## src/rtl/snml_pkg.sv

```systemverilog
// Shared types, codes and constants for the star network master link block.
// No dependencies; every other file refers to it by scoped names.
`timescale 1ns / 1ps

package snml_pkg;

	localparam int TIMER_BITS = 16;
	localparam int WAIT_BITS  = 16;
	localparam int CMP_BITS   = (TIMER_BITS > WAIT_BITS) ? TIMER_BITS : WAIT_BITS;
	localparam logic [TIMER_BITS-1:0] TIMER_MAX = {TIMER_BITS{1'b1}};

	localparam logic [7:0] FRAME_BYTES = 8'd8;

	// result queue
	localparam int QDEPTH    = 3;
	localparam int QPTR_BITS = $clog2(QDEPTH);
	localparam int QCNT_BITS = $clog2(QDEPTH + 1);

	// opcodes
	localparam logic [1:0] OP_TICK    = 2'd0;
	localparam logic [1:0] OP_FRAME   = 2'd1;
	localparam logic [1:0] OP_TX_DONE = 2'd2;

	// link states
	localparam logic [1:0] ST_RESET    = 2'd0;
	localparam logic [1:0] ST_RECEIVE  = 2'd1;
	localparam logic [1:0] ST_TRANSMIT = 2'd2;

	// event kinds
	localparam logic [2:0] EV_START_RX  = 3'd0;
	localparam logic [2:0] EV_SEND_ACK  = 3'd1;
	localparam logic [2:0] EV_READING   = 3'd2;
	localparam logic [2:0] EV_CRC_ERROR = 3'd3;
	localparam logic [2:0] EV_RX_WAIT   = 3'd4;
	localparam logic [2:0] EV_TX_GIVEUP = 3'd5;

	// configuration register indexes
	localparam logic [1:0] CFG_MASTER_ADDRESS = 2'd0;
	localparam logic [1:0] CFG_SLAVE_COUNT    = 2'd1;
	localparam logic [1:0] CFG_RX_WAIT_TICKS  = 2'd2;
	localparam logic [1:0] CFG_TX_WAIT_TICKS  = 2'd3;

	localparam logic [7:0]           RST_MASTER_ADDRESS = 8'd0;
	localparam logic [7:0]           RST_SLAVE_COUNT    = 8'd3;
	localparam logic [WAIT_BITS-1:0] RST_RX_WAIT_TICKS  = WAIT_BITS'(5 * 1000);
	localparam logic [WAIT_BITS-1:0] RST_TX_WAIT_TICKS  = WAIT_BITS'(3 * 1000);

	typedef struct packed {
		logic [1:0]  opcode;
		logic        crc_bad;
		logic [7:0]  frame_length;
		logic [7:0]  frame_dest;
		logic [7:0]  frame_source;
		logic [7:0]  frame_sensor_kind;
		logic [7:0]  frame_sequence;
		logic [7:0]  frame_channel;
		logic [15:0] frame_value;
	} item_t;

	typedef struct packed {
		logic [2:0]  event_kind;
		logic [7:0]  ack_dest;
		logic [7:0]  ack_source;
		logic [7:0]  ack_sensor_kind;
		logic [7:0]  ack_sequence;
		logic        reading_analog;
		logic        reading_channel;
		logic [15:0] reading_value;
		logic [15:0] total_bytes;
		logic [1:0]  next_state;
	} res_t;

endpackage

```

## src/rtl/snml_core.sv

```systemverilog
// Input stage, configuration registers, link state and transition logic.
// Depends on snml_pkg.
`timescale 1ns / 1ps

module snml_core (
	input  logic              clk,
	input  logic              arst_n,
	input  logic              accept,
	input  snml_pkg::item_t   item,
	input  logic              cfg_we,
	input  logic [1:0]        cfg_index,
	input  logic [15:0]       cfg_data,
	output logic              pend,
	output logic              res_valid,
	output snml_pkg::res_t    res
);

	logic                               valid_s1;
	snml_pkg::item_t                    item_s1;

	logic [7:0]                         master_address_q;
	logic [7:0]                         slave_count_q;
	logic [snml_pkg::WAIT_BITS-1:0]     rx_wait_q;
	logic [snml_pkg::WAIT_BITS-1:0]     tx_wait_q;

	logic [1:0]                         state_q;
	logic                               rx_flag_q;
	logic                               tx_flag_q;
	logic                               crc_flag_q;
	logic [7:0]                         length_q;
	logic [7:0]                         dest_q;
	logic [7:0]                         source_q;
	logic [7:0]                         kind_q;
	logic [7:0]                         seq_q;
	logic [7:0]                         chan_q;
	logic [15:0]                        value_q;
	logic [snml_pkg::TIMER_BITS-1:0]    rx_el_q;
	logic [snml_pkg::TIMER_BITS-1:0]    tx_el_q;
	logic [15:0]                        total_q;

	logic [1:0]                         state_d;
	logic                               rx_flag_d;
	logic                               tx_flag_d;
	logic                               crc_flag_d;
	logic [snml_pkg::TIMER_BITS-1:0]    rx_el_d;
	logic [snml_pkg::TIMER_BITS-1:0]    tx_el_d;
	logic [15:0]                        total_d;
	logic [snml_pkg::TIMER_BITS-1:0]    rx_b;
	logic [snml_pkg::TIMER_BITS-1:0]    tx_b;
	logic                               frame_ok;
	logic                               fire;
	snml_pkg::res_t                     res_d;

	always_ff @(posedge clk or negedge arst_n) begin
		if (!arst_n) begin
			valid_s1 <= 1'b0;
		end else begin
			valid_s1 <= accept;
		end
	end

	always_ff @(posedge clk) begin
		if (accept) begin
			item_s1 <= item;
		end
	end

	always_ff @(posedge clk or negedge arst_n) begin
		if (!arst_n) begin
			master_address_q <= snml_pkg::RST_MASTER_ADDRESS;
			slave_count_q    <= snml_pkg::RST_SLAVE_COUNT;
			rx_wait_q        <= snml_pkg::RST_RX_WAIT_TICKS;
			tx_wait_q        <= snml_pkg::RST_TX_WAIT_TICKS;
		end else if (cfg_we) begin
			case (cfg_index)
				snml_pkg::CFG_MASTER_ADDRESS: master_address_q <= cfg_data[7:0];
				snml_pkg::CFG_SLAVE_COUNT:    slave_count_q    <= cfg_data[7:0];
				snml_pkg::CFG_RX_WAIT_TICKS:  rx_wait_q        <= cfg_data;
				snml_pkg::CFG_TX_WAIT_TICKS:  tx_wait_q        <= cfg_data;
				default: ;
			endcase
		end
	end

	assign rx_b = (rx_el_q == snml_pkg::TIMER_MAX) ? rx_el_q : rx_el_q + 1'b1;
	assign tx_b = (tx_el_q == snml_pkg::TIMER_MAX) ? tx_el_q : tx_el_q + 1'b1;

	assign frame_ok = !crc_flag_q && rx_flag_q && (length_q == snml_pkg::FRAME_BYTES) &&
		(dest_q == master_address_q) && (source_q != 8'd0) && (source_q <= slave_count_q);

	always_comb begin
		state_d    = state_q;
		rx_flag_d  = rx_flag_q;
		tx_flag_d  = tx_flag_q;
		crc_flag_d = crc_flag_q;
		rx_el_d    = rx_b;
		tx_el_d    = tx_b;
		total_d    = total_q;
		fire       = 1'b0;
		res_d      = '0;
		case (state_q)
			snml_pkg::ST_RESET: begin
				rx_flag_d        = 1'b0;
				rx_el_d          = '0;
				state_d          = snml_pkg::ST_RECEIVE;
				fire             = 1'b1;
				res_d.event_kind = snml_pkg::EV_START_RX;
			end
			snml_pkg::ST_RECEIVE: begin
				if (frame_ok) begin
					rx_flag_d             = 1'b0;
					tx_flag_d             = 1'b0;
					tx_el_d               = '0;
					state_d               = snml_pkg::ST_TRANSMIT;
					fire                  = 1'b1;
					res_d.event_kind      = snml_pkg::EV_SEND_ACK;
					res_d.ack_dest        = source_q;
					res_d.ack_source      = master_address_q;
					res_d.ack_sensor_kind = kind_q;
					res_d.ack_sequence    = seq_q;
				end else if (crc_flag_q) begin
					rx_flag_d        = 1'b0;
					crc_flag_d       = 1'b0;
					state_d          = snml_pkg::ST_RESET;
					fire             = 1'b1;
					res_d.event_kind = snml_pkg::EV_CRC_ERROR;
				end else if (!rx_flag_q &&
					(snml_pkg::CMP_BITS'(rx_b) >= snml_pkg::CMP_BITS'(rx_wait_q))) begin
					rx_el_d          = '0;
					fire             = 1'b1;
					res_d.event_kind = snml_pkg::EV_RX_WAIT;
				end
			end
			default: begin
				if (tx_flag_q) begin
					tx_flag_d             = 1'b0;
					total_d               = total_q + 16'(snml_pkg::FRAME_BYTES);
					rx_el_d               = '0;
					state_d               = snml_pkg::ST_RECEIVE;
					fire                  = 1'b1;
					res_d.event_kind      = snml_pkg::EV_READING;
					res_d.reading_analog  = (kind_q != 8'd0);
					res_d.reading_channel = (chan_q != 8'd0);
					res_d.reading_value   = value_q;
				end else if (snml_pkg::CMP_BITS'(tx_b) >= snml_pkg::CMP_BITS'(tx_wait_q)) begin
					state_d          = snml_pkg::ST_RESET;
					fire             = 1'b1;
					res_d.event_kind = snml_pkg::EV_TX_GIVEUP;
				end
			end
		endcase
		res_d.total_bytes = total_d;
		res_d.next_state  = state_d;
	end

	always_ff @(posedge clk or negedge arst_n) begin
		if (!arst_n) begin
			state_q    <= snml_pkg::ST_RESET;
			rx_flag_q  <= 1'b0;
			tx_flag_q  <= 1'b0;
			crc_flag_q <= 1'b0;
			length_q   <= '0;
			dest_q     <= '0;
			source_q   <= '0;
			kind_q     <= '0;
			seq_q      <= '0;
			chan_q     <= '0;
			value_q    <= '0;
			rx_el_q    <= '0;
			tx_el_q    <= '0;
			total_q    <= '0;
		end else if (valid_s1) begin
			case (item_s1.opcode)
				snml_pkg::OP_FRAME: begin
					// latch the whole frame; a late one replaces what is held, but the CRC flag accumulates
					rx_flag_q  <= 1'b1;
					crc_flag_q <= crc_flag_q | item_s1.crc_bad;
					length_q   <= item_s1.frame_length;
					dest_q     <= item_s1.frame_dest;
					source_q   <= item_s1.frame_source;
					kind_q     <= item_s1.frame_sensor_kind;
					seq_q      <= item_s1.frame_sequence;
					chan_q     <= item_s1.frame_channel;
					value_q    <= item_s1.frame_value;
				end
				snml_pkg::OP_TX_DONE: begin
					tx_flag_q <= 1'b1;
				end
				snml_pkg::OP_TICK: begin
					state_q    <= state_d;
					rx_flag_q  <= rx_flag_d;
					tx_flag_q  <= tx_flag_d;
					crc_flag_q <= crc_flag_d;
					rx_el_q    <= rx_el_d;
					tx_el_q    <= tx_el_d;
					total_q    <= total_d;
				end
				default: ;
			endcase
		end
	end

	assign pend      = valid_s1;
	assign res_valid = valid_s1 && (item_s1.opcode == snml_pkg::OP_TICK) && fire;
	assign res       = res_d;

endmodule

```

## src/rtl/snml_resq.sv

```systemverilog
// Small result queue between the transition logic and the output channel.
// Depends on snml_pkg.
`timescale 1ns / 1ps

module snml_resq (
	input  logic                            clk,
	input  logic                            arst_n,
	input  logic                            push,
	input  snml_pkg::res_t                  push_data,
	input  logic                            pop,
	output logic                            not_empty,
	output snml_pkg::res_t                  head,
	output logic [snml_pkg::QCNT_BITS-1:0]  count
);

	snml_pkg::res_t                         mem_q [snml_pkg::QDEPTH];
	logic [snml_pkg::QPTR_BITS-1:0]         wr_q;
	logic [snml_pkg::QPTR_BITS-1:0]         rd_q;
	logic [snml_pkg::QCNT_BITS-1:0]         cnt_q;
	logic                                   do_pop;

	function automatic logic [snml_pkg::QPTR_BITS-1:0] adv(
		input logic [snml_pkg::QPTR_BITS-1:0] p);
		adv = (p == snml_pkg::QPTR_BITS'(snml_pkg::QDEPTH - 1)) ? '0 : p + 1'b1;
	endfunction

	assign do_pop = pop && (cnt_q != '0);

	always_ff @(posedge clk) begin
		if (push) begin
			mem_q[wr_q] <= push_data;
		end
	end

	always_ff @(posedge clk or negedge arst_n) begin
		if (!arst_n) begin
			wr_q  <= '0;
			rd_q  <= '0;
			cnt_q <= '0;
		end else begin
			if (push) begin
				wr_q <= adv(wr_q);
			end
			if (do_pop) begin
				rd_q <= adv(rd_q);
			end
			case ({push, do_pop})
				2'b10:   cnt_q <= cnt_q + 1'b1;
				2'b01:   cnt_q <= cnt_q - 1'b1;
				default: ;
			endcase
		end
	end

	assign not_empty = (cnt_q != '0);
	assign head      = mem_q[rd_q];
	assign count     = cnt_q;

endmodule

```

## src/rtl/star_net_master_link_fsm_top.sv

```systemverilog
// Top level of the star network master link controller.
// Depends on snml_pkg, snml_core and snml_resq.
//
//   channel | handshake          | payload
//   --------+--------------------+--------------------------------------------
//   in      | in_valid/in_stall  | opcode, crc_bad, frame_* fields
//   out     | out_valid/out_stall| event_kind, ack_*, reading_*, total_bytes,
//           |                    | next_state
//   cfg     | cfg_we             | cfg_index, cfg_data
//
// One transaction per clock while in_stall is low: an event is registered, evaluated in
// the next cycle against the link state, and any result is queued in the same edge, so a
// result passes the input register and the result queue before it appears.
// A three-entry result queue lets input continue while out_stall holds;
// in_stall rises once the queue plus the event in flight would fill it.
// arst_n clears state, counters and flags and restores the register defaults.
`timescale 1ns / 1ps

module star_net_master_link_fsm_top (
	input  logic        clk,
	input  logic        arst_n,
	input  logic        in_valid,
	output logic        in_stall,
	input  logic [1:0]  opcode,
	input  logic        crc_bad,
	input  logic [7:0]  frame_length,
	input  logic [7:0]  frame_dest,
	input  logic [7:0]  frame_source,
	input  logic [7:0]  frame_sensor_kind,
	input  logic [7:0]  frame_sequence,
	input  logic [7:0]  frame_channel,
	input  logic [15:0] frame_value,
	output logic        out_valid,
	input  logic        out_stall,
	output logic [2:0]  event_kind,
	output logic [7:0]  ack_dest,
	output logic [7:0]  ack_source,
	output logic [7:0]  ack_sensor_kind,
	output logic [7:0]  ack_sequence,
	output logic        reading_analog,
	output logic        reading_channel,
	output logic [15:0] reading_value,
	output logic [15:0] total_bytes,
	output logic [1:0]  next_state,
	input  logic        cfg_we,
	input  logic [1:0]  cfg_index,
	input  logic [15:0] cfg_data
);

	snml_pkg::item_t                        item;
	snml_pkg::res_t                         res;
	snml_pkg::res_t                         head;
	logic                                   res_valid;
	logic                                   pend;
	logic                                   accept;
	logic [snml_pkg::QCNT_BITS-1:0]         count;
	logic [snml_pkg::QCNT_BITS:0]           used;

	assign item.opcode            = opcode;
	assign item.crc_bad           = crc_bad;
	assign item.frame_length      = frame_length;
	assign item.frame_dest        = frame_dest;
	assign item.frame_source      = frame_source;
	assign item.frame_sensor_kind = frame_sensor_kind;
	assign item.frame_sequence    = frame_sequence;
	assign item.frame_channel     = frame_channel;
	assign item.frame_value       = frame_value;

	// reserve a queue slot for the event still in the input stage
	assign used     = {1'b0, count} + {{snml_pkg::QCNT_BITS{1'b0}}, pend};
	assign in_stall = (used >= (snml_pkg::QCNT_BITS + 1)'(snml_pkg::QDEPTH));
	assign accept   = in_valid && !in_stall;

	snml_core u_core (
		.clk       (clk),
		.arst_n    (arst_n),
		.accept    (accept),
		.item      (item),
		.cfg_we    (cfg_we),
		.cfg_index (cfg_index),
		.cfg_data  (cfg_data),
		.pend      (pend),
		.res_valid (res_valid),
		.res       (res)
	);

	snml_resq u_resq (
		.clk       (clk),
		.arst_n    (arst_n),
		.push      (res_valid),
		.push_data (res),
		.pop       (!out_stall),
		.not_empty (out_valid),
		.head      (head),
		.count     (count)
	);

	assign event_kind      = head.event_kind;
	assign ack_dest        = head.ack_dest;
	assign ack_source      = head.ack_source;
	assign ack_sensor_kind = head.ack_sensor_kind;
	assign ack_sequence    = head.ack_sequence;
	assign reading_analog  = head.reading_analog;
	assign reading_channel = head.reading_channel;
	assign reading_value   = head.reading_value;
	assign total_bytes     = head.total_bytes;
	assign next_state      = head.next_state;

endmodule

```

## config.mk

```make
export PLATFORM = sky130hd
export DESIGN_NAME = star_net_master_link_fsm_top
export DESIGN_NICKNAME = d
export VERILOG_FILES = /design/src/rtl/snml_pkg.sv /design/src/rtl/snml_core.sv /design/src/rtl/snml_resq.sv /design/src/rtl/star_net_master_link_fsm_top.sv
export SDC_FILE = /design/constraint.sdc
export NUM_CORES = 1
export LEC_CHECK = 0
export ABC_AREA = 1
export ABC_CLOCK_PERIOD_IN_PS = 5600
export BUFFER_PORTS_ARGS = -buffer_cell sky130_fd_sc_hd__buf_2
export CAP_MARGIN = 20
export CORE_AREA = 2 2 188 190
export CTS_BUF_LIST = sky130_fd_sc_hd__clkbuf_4
export CTS_CLUSTER_DIAMETER = 150
export CTS_CLUSTER_SIZE = 16
export DETAILED_ROUTE_END_ITERATION = 10
export DIE_AREA = 0 0 190 192
export HOLD_SLACK_MARGIN = 0.03
export PLACE_DENSITY = 0.87
export RECOVER_POWER = 100
export SYNTH_ARGS = -nofsm -noshare
export SYNTH_HDL_FRONTEND = slang
export SYNTH_SLANG_ARGS = --single-unit
```

## constraint.sdc

```tcl
create_clock -name clk -period 5.6 [get_ports clk]
set_input_delay 1.12 -clock clk [delete_from_list [all_inputs] [get_ports clk]]
set_output_delay 1.12 -clock clk [all_outputs]
set_load 0.02 [all_outputs]
```

==> flow_summary.ini, run 1 <==
[place]
dpl.hpwl_mm = 28.0
placement.io_buffers = 159
place.gp.congestion = 0.889
pre_cts_ws_ns = 1.40
placed_area_mm2 = 0.0202

[status]
violations = capacitance limit, slew limit
status = finished, violations left

[global_routing]
grt_pass1_vias = 13000
grt.total_usage = 0.226
grt_max_degree = 102
grt_overflow_total = 0
grt_antenna_before_repair = 2
grt_pass1_wl_mm = 65.3

[clocking]
cts_num_sinks = 440
cts_hold_buf = 0
cts_inserted_buffers = 31
cts_tree = done
htreeDepth = 1
cts_root_buffer = clkbuf_4
post-cts-setup-buffers = 0
ctsResizeCount = 0
path_clk_slew_ns = 0.18
insertion_delay_ns = 0.81
cts_buffer_depth = 3

[die]
die_height_um = 192
start_util = 0.554
dieArea_mm2 = 0.0365
ios = 163
coreArea_mm2 = 0.0343
row_count = 68
die_x_um = 190

[timing]
setup_tns_ns = 0
tightest_slew_ns = 4.08
timing.fmax_mhz = 210
fin_ws_ns = 0.828
rsz0062_at_grt = no
finalMaxSlewViolations = 255
hold_viol_final = 0
finalSetupViolations = 0
whs_ns = 0.474
timing.final.crit_share = 0.852
period_needed_ns = 4.77
relSlewSlack = -1.72
skew_ns = 0.0478

[min_path]
holdPathStages = 1
hold_class = flop to flop
worstHoldEndpoint = u_core.length_q[3]$_DFFE_PN0P_
worstHoldStart = u_core.item_s1[59]$_DFFE_PP_

[critical_path]
r2r_start = u_core.pend$_DFF_PN0_
r2r_setup_slack_ns = 0.83
ff2ff_path_depth = 5
crit_arrival_ns = 3.65
critPathKind = flop to primary output
path_max_fanout = 35
required_ns = 4.48
start_kind = flop
r2r-end = u_core.chan_q[1]$_DFFE_PN0P_
end_kind = primary output

[routing]
totalWireLength_mm = 40.7
drc = 0
routed_via_density = 5.41
first_pass_iters = 5
ant_nets = 0
drtIter0Drc = 984
vias = 13100
wl_per_cell_um = 16.9

[logic_synthesis]
synthCells = 1793
synth_area_mm2 = 0.0190
syn_avg_cell_area_um2 = 10.6
yosys_warnings = 0
ys_ff_latch = 440
ys_seq_area_frac = 0.652
yosys.cell_types.count = 42

[power]
ir_drop_mv = 0.328
internal_power_mw = 5.55
p_sw_mw = 3.52
p_per_area_mw_per_mm2 = 442
power_frac_clock = 0.152
p_leak_nw = 8.95
switching_share = 0.388
combPwrFrac = 0.342
total_power_mw = 9.07
seqPwrFrac = 0.506

[final_layout]
area_growth_pct = 7.98
regArea_mm2 = 0.0124
drive_gt1_frac = 0.106
nets = 2068
multiInputGateArea_mm2 = 0.00529
fillCellCount = 2719
design_area_mm2 = 0.0205

[run]
maxCapViolCount = 5
cell type report:
class,count,share of cell area
repair buffers,173,0.0399
well taps,455,0.0277
clock inverters,1,0.000427
flip-flops and latches,440,0.604
diodes,3,0.000366
inverters,271,0.0496
multi-input cells,1014,0.258
clock buffers,56,0.0205
critical path, stage by stage, from the launching register on:
cell      delay [ns]
dfrtp_1         1.09
or2_2           0.78
buf_4           0.52
o211ai_1        0.24
clkbuf_1        0.23
power by group through the flow:
stage                     clock, mW  sequential (mW)  combinational, mW
final                          1.38             4.59               3.10
after CTS                      1.41             4.58               3.21
after global placement            0             4.62               3.09
after global routing           1.53             4.65               3.44
after floorplan                   0             4.53               2.20
after detailed placement          0             4.65               3.21
layer usage:
| layer | up-vias | global-route usage | part of all wire |
|---|---|---|---|
| met5 | - | 0 | 0 |
| met4 | 0 | 0.0683 | 0.025 |
| met3 | 70 | 0.0259 | 0.065 |
| met2 | 450 | 0.392 | 0.49 |
| met1 | 6318 | 0.302 | 0.42 |
| li1 | 6218 | - | - |
synth_stat cells, drive strengths merged:
cell	number	area [um^2]
o31ai	1	7.51
o21bai	3	22.5
dfstp	14	368
buf	13	78.8
a31oi	1	6.26
inv	271	1020
conb	1	3.75
clkbuf	57	214
nand3	102	521
xor2	30	263
edfxtp	271	8140
xnor2	3	26.3
o22ai	6	37.5
a22oi	1	7.51
nand2	348	1330
o211ai	68	510
dfrtp	155	3880
nor4	6	37.5
or2	5	31.3
nand4	12	90.1
nor2	170	651
a21oi	83	415
mux2	16	180
nor3	16	113
and3	1	6.26
o21a	3	22.5
ha	47	588
o21ai	89	445
cell usage in the layout (no fill, tap or decap), drive strengths merged, types with 14 or more instances in the layout:
cell    count
mux2       16
nor3       16
xor2       30
dfstp      14
nand2     348
o211ai     68
nand3     102
nor2      170
inv       272
ha         47
clkbuf    129
o21ai      89
buf       100
dfrtp     155
a21oi      83
edfxtp    271
how the worst max path moves through the flow:
stage / start / to / slack, ns / cells past startpoint
floorplan: u_core.tx_el_q[0]$_DFFE_PN0P_ / u_resq.mem_q[2][0]$_DFFE_PP_ / 0.95 / 21
global placement: u_core.tx_el_q[0]$_DFFE_PN0P_ / u_resq.mem_q[0][53]$_DFFE_PP_ / 1.56 / 22
detailed placement: u_core.tx_el_q[0]$_DFFE_PN0P_ / u_resq.mem_q[1][12]$_DFFE_PP_ / 1.40 / 22
CTS: u_resq.rd_q[1]$_DFFE_PN0P_ / ack_source[7] / 1.16 / 4
global route: u_core.rx_el_q[0]$_DFFE_PN0P_ / u_resq.mem_q[1][17]$_DFFE_PP_ / 0.45 / 20
finish: u_resq.rd_q[1]$_DFFE_PN0P_ / ack_dest[3] / 0.83 / 4
logic make-up after synthesis:
group,synth area share
and+or+nand+nor,0.146
DFF,0.652
buffers and inverters,0.0689
AOI/OAI and AO/OA,0.0776
adders and majority gates,0.0309
xor gates and xnor gates,0.0152
muxes,0.00948
other,0.000197
metrics by stage:
stage | utilization | std cells
final | 0.599 | 2413
after global routing | 0.598 | 2411
after CTS | 0.603 | 2410
after detailed placement | 0.590 | 2353
after global placement | 0.590 | 2353
after floorplan | - | 1795
state kept, by name (all words and copies together) (netlist names), 13 cells and up:
name / count
u_core.tx_wait_q: 16
u_core.rx_el_q: 16
u_core.rx_wait_q: 16
u_core.total_q: 13
u_core.value_q: 16
u_resq.mem_q: 204
u_core.tx_el_q: 16
u_core.item_s1: 67
No activity file was read; power rests on OpenSTA's default activity.
==> run 2: changes to the inputs <==
CORE_AREA = 2 2 179 199   (was 2 2 188 190)
DIE_AREA = 0 0 181 201   (was 0 0 190 192)
==> run 2 against run 1 <==
- the flow still finishes with violations (capacitance limit, slew limit)
- die area decreased by 0.27%
- worst setup slack got worse by 0.031 ns
- clock-buffer cell count unchanged
- via count rose by 0.80%
- fmax shrank 0.64%
- utilization shrank 0.58 points
- global-route usage rose by 0.34 points
==> flow_summary.ini, run 2 (same netlist as run 1, synthesis figures left out) <==
[status]
status = finished, violations left
violations = capacitance limit, slew limit

[clocking]
cts_inserted_buffers = 31
post-cts-setup-buffers = 0
cts_num_sinks = 440
path_clk_slew_ns = 0.16
ctsResizeCount = 0
cts_buffer_depth = 3
htreeDepth = 1
cts_hold_buf = 0
insertion_delay_ns = 0.77
cts_tree = done
cts_root_buffer = clkbuf_4

[die]
die_height_um = 201
row_count = 72
die_x_um = 181
dieArea_mm2 = 0.0364
start_util = 0.549
ios = 163
coreArea_mm2 = 0.0346

[critical_path]
required_ns = 4.48
cp_top_family = buffers and inverters
ff2ff_path_depth = 23
slowest_delay_ns = 0.99
start_kind = flop
r2r_setup_slack_ns = 0.87
path_buf_inv = 3
critPathKind = flop to primary output
end_kind = primary output
crit_arrival_ns = 3.68
critPathSlowestCell = inv_1
crit_cells = 5
path_max_fanout = 38
crit_chain = inv_1 > buf_4 > nand3_1 > o211ai_1 > clkbuf_1

[run]
maxCapViolCount = 5

[global_routing]
grt_overflow_total = 0
grt_antenna_before_repair = 2
grt_pass1_vias = 13400
grt.total_usage = 0.230
grt_max_degree = 107
grt_pass1_wl_mm = 66.9

[final_layout]
area_growth_pct = 7.89
fillCellCount = 2824
drive_gt1_frac = 0.102
top_register = u_resq.mem_q
design_area_mm2 = 0.0205
final_common_cell = nand2_1
final_cell_mix = nand2_1 (345), edfxtp_1 (271), inv_1 (268), nor2_1 (166), dfrtp_1 (153)
fin_util = 0.593
top_regs = u_resq.mem_q (204), u_core.item_s1 (67)
nets = 2072
largest_reg_flops = 204

[power]
ir_drop_mv = 0.289
seqPwrFrac = 0.506
p_per_area_mw_per_mm2 = 442
combPwrFrac = 0.341
p_leak_nw = 8.93
power_frac_clock = 0.153
switching_share = 0.387
internal_power_mw = 5.55
p_sw_mw = 3.51

[timing]
finalMaxSlewViolations = 233
setup_tns_ns = 0
rsz0062_at_grt = no
finalSetupViolations = 0
skew_ns = 0.0405
tightest_slew_ns = 3.19
timing.fmax_mhz = 208
relSlewSlack = -1.14
period_needed_ns = 4.80
hold_viol_final = 0
timing.final.crit_share = 0.858

[min_path]
hold_class = flop to flop
holdPathStages = 1

[place]
placed_area_mm2 = 0.0202
place.gp.congestion = 0.866
placement.io_buffers = 159
dpl.hpwl_mm = 28.7

[routing]
wl_per_cell_um = 17.4
drc = 0
first_pass_iters = 6
routed_via_density = 5.47
drtIter0Drc = 942
ant_nets = 0
vias = 13200
totalWireLength_mm = 41.7
run 2: changes by cell type in the layout (fill, tap and decap cells not counted), sizes merged:
cell,delta
diode,-2
inv,+1
buf,-12
clkbuf,+16
run 2: power by group through the flow:
stage | Clock, mW | Combinational (mW) | Sequential (mW)
5_1_grt | 1.53 | 3.43 | 4.65
3_5_place_dp | 0 | 3.20 | 4.65
6_report | 1.38 | 3.09 | 4.59
2_1_floorplan | 0 | 2.20 | 4.53
4_1_cts | 1.42 | 3.21 | 4.58
3_3_place_gp | 0 | 3.08 | 4.61
run 2: final timing paths:
check	end	start
max in group asynchronous	u_core.tx_wait_q[5]$_DFFE_PN1P_	arst_n
hold reg to reg	u_core.length_q[7]$_DFFE_PN0P_	u_core.item_s1[63]$_DFFE_PP_
setup reg to reg	u_resq.mem_q[2][68]$_DFFE_PP_	u_core.rx_el_q[0]$_DFFE_PN0P_
setup / recovery	ack_dest[5]	u_resq.rd_q[1]$_DFFE_PN0P_
hold / removal	u_core.length_q[7]$_DFFE_PN0P_	u_core.item_s1[63]$_DFFE_PP_
min in group asynchronous	u_core.total_q[12]$_DFFE_PN0P_	arst_n
run 2: metrics by stage:
stage | worst slack, ns | hold slack (ns) | power, mW | instances
after global routing | 0.481 | 0.429 | 9.61 | 2405
after detailed placement | 1.43 | 0.466 | 7.85 | 2344
final | 0.797 | 0.481 | 9.06 | 2405
after CTS | 1.17 | 0.437 | 9.20 | 2402
after global placement | 1.57 | 0.462 | 7.69 | 2344
after floorplan | 0.953 | 0.449 | 6.72 | 1795
run 2: per-layer routing:
layer  global-route usage  part of all wire  vias up
met5                    0           0.00026        -
met4               0.0738             0.030        2
met3               0.0323             0.062       79
met2                0.415              0.51      429
met1                0.286              0.40     6435
li1                     -                 -     6216
run 2: final cells by class:
class	count	area [um^2]	area share
Antenna cell	1	2.50	0.000122
Clock buffer	56	420	0.0205
Timing Repair Buffer	177	818	0.0399
Inverter	271	1020	0.0496
Sequential cell	440	12400	0.604
Tap cell	444	556	0.0271
Multi-Input combinational cell	1014	5290	0.258
Clock inverter	2	12.5	0.000610
